--- src/hdl/atsl_pkg.sv ---
// Package for the atanh series natural log block.
// Holds the sequencer state type and fixed-point constants; no dependencies.
`default_nettype none
package atsl_pkg;
    typedef enum logic [3:0] {
        ST_IDLE, ST_DIV, ST_ZZ, ST_PW_MUL, ST_PW_SQ, ST_TERM_DIV,
        ST_TERM_ADD, ST_TERM_MUL, ST_DONE
    } state_t;

    localparam int QF = 62;
    localparam logic [63:0] ONE_Q62 = 64'h4000_0000_0000_0000;
    localparam logic [63:0] MAG_CAP = 64'h8000_0000_0000_0000;
    localparam logic [47:0] X_ONE = 48'h1_0000;
endpackage
`default_nettype wire

--- src/hdl/atsl_mul.sv ---
// Sequential 64x64 Q62 multiplier: four 32x32 partial products, one per cycle.
// Depends on atsl_pkg.
`default_nettype none
module atsl_mul (
    input  wire logic        aclk,
    input  wire logic        aresetn,
    input  wire logic        start,
    input  wire logic [63:0] a,
    input  wire logic [63:0] b,
    output logic             done,
    output logic [63:0]      prod
);
    import atsl_pkg::*;

    logic [2:0]   step_reg, step_next;
    logic         busy_reg, busy_next;
    logic [127:0] acc_reg, acc_next;
    logic [63:0]  a_reg, b_reg;
    logic [31:0]  opa, opb;
    logic [63:0]  pp_reg;
    logic [1:0]   pidx_reg;
    logic         pvalid_reg;
    logic [127:0] pp_sh;

    always_comb begin
        opa = step_reg[1] ? a_reg[63:32] : a_reg[31:0];
        opb = step_reg[0] ? b_reg[63:32] : b_reg[31:0];
    end

    always_comb begin
        unique case (pidx_reg)
            2'd0: pp_sh = {64'd0, pp_reg};
            2'd1, 2'd2: pp_sh = {32'd0, pp_reg, 32'd0};
            default: pp_sh = {pp_reg, 64'd0};
        endcase
    end

    always_comb begin
        busy_next = busy_reg;
        step_next = step_reg;
        acc_next  = acc_reg;
        done      = busy_reg && (step_reg == 3'd5);
        if (start) begin
            busy_next = 1'b1;
            step_next = 3'd0;
            acc_next  = '0;
        end else if (busy_reg) begin
            if (pvalid_reg) acc_next = acc_reg + pp_sh;
            if (step_reg == 3'd5) busy_next = 1'b0;
            step_next = step_reg + 3'd1;
        end
    end

    assign prod = acc_reg[QF +: 64];

    always_ff @(posedge aclk) begin
        if (!aresetn) begin
            busy_reg   <= 1'b0;
            step_reg   <= '0;
            pvalid_reg <= 1'b0;
        end else begin
            busy_reg   <= busy_next;
            step_reg   <= step_next;
            pvalid_reg <= busy_reg && !start && step_reg < 3'd4;
        end
        acc_reg  <= acc_next;
        pp_reg   <= opa * opb;
        pidx_reg <= step_reg[1:0];
        if (start) begin
            a_reg <= a;
            b_reg <= b;
        end
    end
endmodule
`default_nettype wire

--- config.mk ---
export PLATFORM = sky130hd
export DESIGN_NAME = atsl_mul
export DESIGN_NICKNAME = d
export VERILOG_FILES = /design/src/hdl/atsl_pkg.sv /design/src/hdl/atsl_mul.sv
export SDC_FILE = /design/constraint.sdc
export NUM_CORES = 2
export LEC_CHECK = 0
export ABC_CLOCK_PERIOD_IN_PS = 10100
export BUFFER_PORTS_ARGS = -buffer_cell sky130_fd_sc_hd__buf_4
export CAP_MARGIN = 40
export CORE_UTILIZATION = 54
export CTS_CLUSTER_SIZE = 16
export DETAILED_ROUTE_END_ITERATION = 10
export GPL_TIMING_DRIVEN = 0
export PLACE_DENSITY = 0.78
export SLEW_MARGIN = 15
export SYNTH_ARGS = -nofsm -noshare
export SYNTH_HDL_FRONTEND = slang
export SYNTH_SLANG_ARGS = --single-unit
--- constraint.sdc ---
create_clock -name aclk -period 10.1 [get_ports aclk]
set_clock_uncertainty 0.15 [all_clocks]
set_input_delay 2.525 -clock aclk [delete_from_list [all_inputs] [get_ports aclk]]
set_output_delay 2.525 -clock aclk [all_outputs]
set_load 0.02 [all_outputs]
== Yosys cells after proc, flatten, opt, wreduce, memory -nomap -nowiden ==
Index checks and enable logic that the tools add are counted.

* Register bits after elaboration: 327
* Input port bits: 131
* Output and inout port bits: 65

* Bitwise operators: 1
* Magnitude comparators: 1
* $mul: 1
* Equal/unequal tests: 3
* Add/subtract/negate cells: 2
* Reductions and logical operators: 8
* Mux-type cells: 6

{| class="wikitable"
|+ Operators by type and width
! cell !! number
|-
| 128-bit case mux with 2 select lines || 1
|-
| 128-bit adder || 1
|-
| 32-bit by 32-bit multiplier with 64-bit output || 1
|-
| 32-bit two-way mux || 2
|-
| 2-bit OR reduction || 2
|-
| 3-bit by 1-bit adder with 3-bit output (second input constant) || 1
|-
| 3-bit equality test (second input constant) || 1
|-
| 1-bit logical AND || 3
|-
| 3-bit less-than comparator (second input constant) || 1
|-
| 1-bit two-way mux || 3
|-
| 2-bit by 1-bit equality test with 1-bit output (second input constant) || 1
|-
| 2-bit equality test (second input constant) || 1
|-
| 2-bit logical NOT || 1
|-
| 2-bit AND reduction || 1
|-
| 1-bit logical NOT || 1
|-
| 1-bit inverter || 1
|}

== Depth between registers and ports, before layout ==
* Word-level depth: 4
* Mapped depth: 34
* Depth with buffers taken out: 30

== Worst setup path before layout ==
OpenSTA, ideal clock, no wires.

* Kind: register -> register
* Start: register step_reg[0]
* End: register pp_reg[63]
* Data arrival time: 8,393 ps
* Buffers on the path: 4
* Slack: 1,436 ps
* Stages on the path, launching flop included: 29
* Period minus slack after synthesis: 8,664 ps
* Required time: 9,829 ps
* Path through: dfxtp_1 clkbuf_1 clkbuf_1 mux2i_1 clkbuf_1 nor2_1 fa_1 inv_1 fa_1 fa_1 fa_1 inv_1 fa_1 fa_1 fa_1 fa_1 ha_1 clkbuf_1 nand2_1 o21ai_0 a21oi_1 nor2b_1 a311o_1 a31oi_2 o21ai_2 a31oi_4 o31ai_1 a311oi_2 xnor2_1

* Longest elaborated chain between the ends: 2

{| class="wikitable"
|+ Ends and longest elaborated chain
! what !! RTL line !! source
|-
| start, declared || atsl_mul.sv:15 || <nowiki>logic [2:0] step_reg, step_next;</nowiki>
|-
| start signal, assigned || atsl_mul.sv:63 || <nowiki>step_reg <= step_next;</nowiki>
|-
| 32-bit two-way mux || atsl_mul.sv:27 || <nowiki>opb = step_reg[0] ? b_reg[63:32] : b_reg[31:0];</nowiki>
|-
| 32-bit by 32-bit multiplier with 64-bit output || atsl_mul.sv:67 || <nowiki>pp_reg <= opa * opb;</nowiki>
|-
| end signal, assigned || atsl_mul.sv:67 ||
|-
| end, declared || atsl_mul.sv:20 || <nowiki>logic [63:0] pp_reg;</nowiki>
|}

No other way between the ends.
A chain may end at the register's enable or synchronous reset.

== Final worst setup path ==
* Start: register step_reg[1]
* End: register pp_reg[62]

* Longest elaborated chain between the ends: 2

{| class="wikitable"
|+ Ends and longest elaborated chain
! what !! RTL line !! source
|-
| 32-bit two-way mux || atsl_mul.sv:26 || <nowiki>opa = step_reg[1] ? a_reg[63:32] : a_reg[31:0];</nowiki>
|-
| 32-bit by 32-bit multiplier with 64-bit output || atsl_mul.sv:67 ||
|}

No other way between the ends.

==> results.md <==
- The measured slew at the worst slew-check pin is 0.998 ns.
- Each instance of the synthesized netlist takes up on average 8.74 um^2.
- The clock root buffer is clkbuf_16.
- The element type at the critical path start is a register.
- Timing would allow up to 100 MHz.
- The number of slew-limit violations in the final report was 0.
- The starting utilization of the core area is 54.8%.
- The floorplan step defined a core boundary enclosing 0.0956 mm^2.
- In this run the number of H-tree levels came out at 2.
- The number of distinct library cells after synthesis is 83.
- After clock tree synthesis, the flow added hold-fix buffers numbering 0.
- At the end of routability-driven placement, the weighted congestion stood at 1.09.
- The number of global-route vias before repair is 46001.
- The via count of the routed design is 45800.
- The share of the Yosys chip area taken by registers is 14.9%.
- Setup repair after global routing could not meet its margin everywhere.
- The required time of the critical path is 10.51 ns.
- The post-detailed-routing wire length is 206 mm.
- The post-synthesis sequential element count is 325.
- The number of clock buffers inserted by TritonCTS is 41.
- Global routing used 42.2% of the available tracks across all layers.
- The floorplan step set the die height to 314 um.
- In this run, placement finished with an instance count of 7548.
- For the worst setup path, the data arrival time is 10.38 ns.
- Of the cells placed in the final design, the portion with a size suffix greater than 1 is 10.2%.
- For this run, design rule violations remaining after detail routing come to 0.
- The delay of the slowest cell on the worst path is 0.62 ns.
- The ratio of final minimum period to clock period is 98.8%.
- The die covers 0.0983 mm^2.
- The layout has 8459 filler cells.
- Counting flops with a built-in enable in the synthesized netlist gives 128.
- The clock sink count is 325.
- Clock-pin slew was measured on the worst setup and hold paths at 0.06 ns.
- The width of the die is 314 um.
- Summed over all layers, the global routing overflow is 0.
- The number of design-rule violations left by the first detailed-router iteration is 4590.
- The path class of the tightest hold or removal check is register to register.
- The worst setup path is of the register to register kind.
- The largest net degree at the start of global routing is 83.
- Once layout is complete, the cells apart from fillers number 7630.
- In this run the cell area of the synthesized design comes to 0.0524 mm^2.
- The detail route stage leaves a number of antenna-violating nets equal to 0.
- In this run the deepest clock path goes through 3 buffers.
- Synthesis produced 5994 cells.
- Hold timing on the final database bottoms out at a slack of 0.309 ns.
- The flip-flop cell with the highest count after synthesis is dfxtp_1.
- The clock insertion delay at the later pin of the skew report is 0.66 ns.
- Compared with the post-synthesis result, the final layout area differs by 11.7%.
- Using the TritonRoute via totals, the vias-per-cell ratio works out to 6.00.
- TritonCTS built the clock tree.
- The run finished with clean final reports.
- The proportion of synthesized flip-flops having asynchronous set or reset is 0%.
- The relative slew slack is 32.1%.
- Counting every net in the synthesized netlist gives 7414.
- Of all nets on the critical path, the largest fanout is 10.
- In the final routed layout, each cell accounts on average for 27.0 um.
- Yosys printed 0 warnings.
- The cell with the largest stage delay on the worst path is mux2i_4.
- The first global-routing pass estimated 298 mm of wire.
- Subtracting the final worst setup slack from the clock period gives 9.98 ns.
- 196 I/O pins were placed.
- The number of iterations in the first detailed-routing pass is 7.
- The final setup violation count is 0.
- The number of antenna violations at the first check in global routing is 4.
- The most common cell type on the critical path is fa_1.
- The number of core rows is 113.
- The final layout net count is 7747.
- Buffers placed on the I/O ports in this run total 195.
- The flip-flop count of the largest register after layout is 126.
- The tool flagged a number of max-cap violations equal to 0.
- Once detailed placement completed, the half-perimeter wirelength came to 174 mm.
- The number of hold violations in the final report is 0.
- The kind of end point of the critical path is a register.
[logic make-up (layout without fill, tap and decap cells)]
kind of cell | Yosys count | count (layout) | share of synthesized area (%)
compound gates | 906 | 906 | 11.2
xor+xnor | 172 | 172 | 2.87
fa+ha+maj | 1289 | 1289 | 43.6
buf+inv | 1313 | 1678 | 9.89
flops | 325 | 325 | 14.9
mux | 133 | 133 | 2.70
other cells | 0 | 6 | 0
simple gates | 1856 | 1856 | 14.9
[metrics by stage]
stage	setup slack (ns)	cell area [um^2]	utilization [%]	setup TNS [ns]
6_report	0.121	58500	61.3	0
5_1_grt	-0.0488	58500	61.2	-0.0548
4_1_cts	0.0371	58400	61.1	0
3_5_place_dp	-1.89	56700	59.3	-17.48
3_3_place_gp	-3.26	55500	58.0	-69.69
2_1_floorplan	1.44	52400	-	0
[routing by layer]
metal | track usage (%) | vias up | part of all wire, %
met1 | 52.4 | 22397 | 37
li1 | - | 19693 | -
met3 | 12.8 | 721 | 12
met4 | 29.3 | 4 | 8.5
met2 | 63.2 | 2985 | 43
met5 | 0 | - | 0.017
[critical path: cells and delay by family (launching register included)]
kind	cells	cell delay [ns]
buffers and inverters	7	1.49
and+or+nand+nor	1	0.12
adders and majority gates	9	4.52
AOI/OAI and AO/OA	10	2.20
DFF	1	0.49
muxes	1	0.62
xor gates and xnor gates	1	0.24
[final cells by class]
cell class / instances / area [um^2] / area share (%)
clock inverters: 22 / 290 / 0.496
plain buffers: 356 / 1710 / 2.93
inverters: 943 / 3540 / 6.05
clock buffers: 53 / 1170 / 2.00
multi-input cells: 4356 / 39700 / 67.9
well taps: 1265 / 1580 / 2.70
diodes: 6 / 15.0 / 0.0256
repair buffers: 304 / 2690 / 4.60
flip-flops and latches: 325 / 7790 / 13.3
[cell usage in the layout (no fill, tap or decap), types with 13 or more instances in the layout]
cell / n
xor2_1: 69
o21a_1: 17
clkbuf_2: 48
clkbuf_16: 42
mux2i_4: 14
buf_4: 278
nor2_1: 743
o21ai_0: 150
nand3_1: 48
a21oi_1: 321
nand4_1: 79
buf_2: 17
xnor2_1: 102
a21o_1: 116
buf_1: 19
mux2i_2: 24
mux2_2: 65
and2_1: 70
buf_6: 63
a22o_1: 70
o31ai_1: 16
edfxtp_1: 128
buf_8: 23
nor2b_1: 27
nor3_1: 40
a31oi_1: 26
fa_1: 897
inv_1: 943
and3_1: 23
clkbuf_1: 204
ha_1: 391
mux2i_1: 30
nand2b_1: 14
nand2_1: 761
o21bai_1: 48
a221oi_1: 13
a21boi_0: 14
dfxtp_1: 195
[timing repair]
action	in CTS	in global routing
endpoints found under the setup margin	28	9
buffers inserted	5	4
gates resized for setup	81	47
pin swaps	2	0
[final timing paths]
path                             from                        to  slack (ns)  depth (start not counted)
max          step_reg[1]$_SDFFE_PP0P_        pp_reg[62]$_DFF_P_        0.12                         29
min reg2reg  acc_reg[11]$_SDFFE_PP0P_  acc_reg[11]$_SDFFE_PP0P_        0.31                          2
max reg2reg  step_reg[1]$_SDFFE_PP0P_        pp_reg[62]$_DFF_P_        0.12                         29
min          acc_reg[11]$_SDFFE_PP0P_  acc_reg[11]$_SDFFE_PP0P_        0.31                          2
[Yosys cell counts (all sizes together) (12+ instances only)]
library cell / number / area share [%]
xnor2: 102 / 1.7
nand2: 761 / 5.5
a211oi: 14 / 0.22
a31oi: 28 / 0.37
and2: 70 / 0.84
nand3: 48 / 0.46
fa: 897 / 34
buf: 98 / 1.2
a221oi: 14 / 0.25
nor3: 41 / 0.40
a21oi: 323 / 3.1
mux2i: 68 / 1.3
nand4: 79 / 0.94
dfxtp: 197 / 7.5
o21a: 17 / 0.24
clkbuf: 272 / 1.9
a22o: 70 / 1.2
nor2: 743 / 5.3
inv: 943 / 6.8
mux2: 65 / 1.4
nand2b: 14 / 0.17
xor2: 70 / 1.2
ha: 392 / 9.4
a21boi: 14 / 0.20
and3: 23 / 0.27
edfxtp: 128 / 7.3
or3: 12 / 0.14
a21o: 116 / 1.7
o21ai: 164 / 1.6
o31ai: 18 / 0.28
nor2b: 27 / 0.32
o21bai: 48 / 0.69
Power is left out: the tool's default activity adds up to more than one toggle a clock period on the data nets, which glitch-free logic cannot reach.
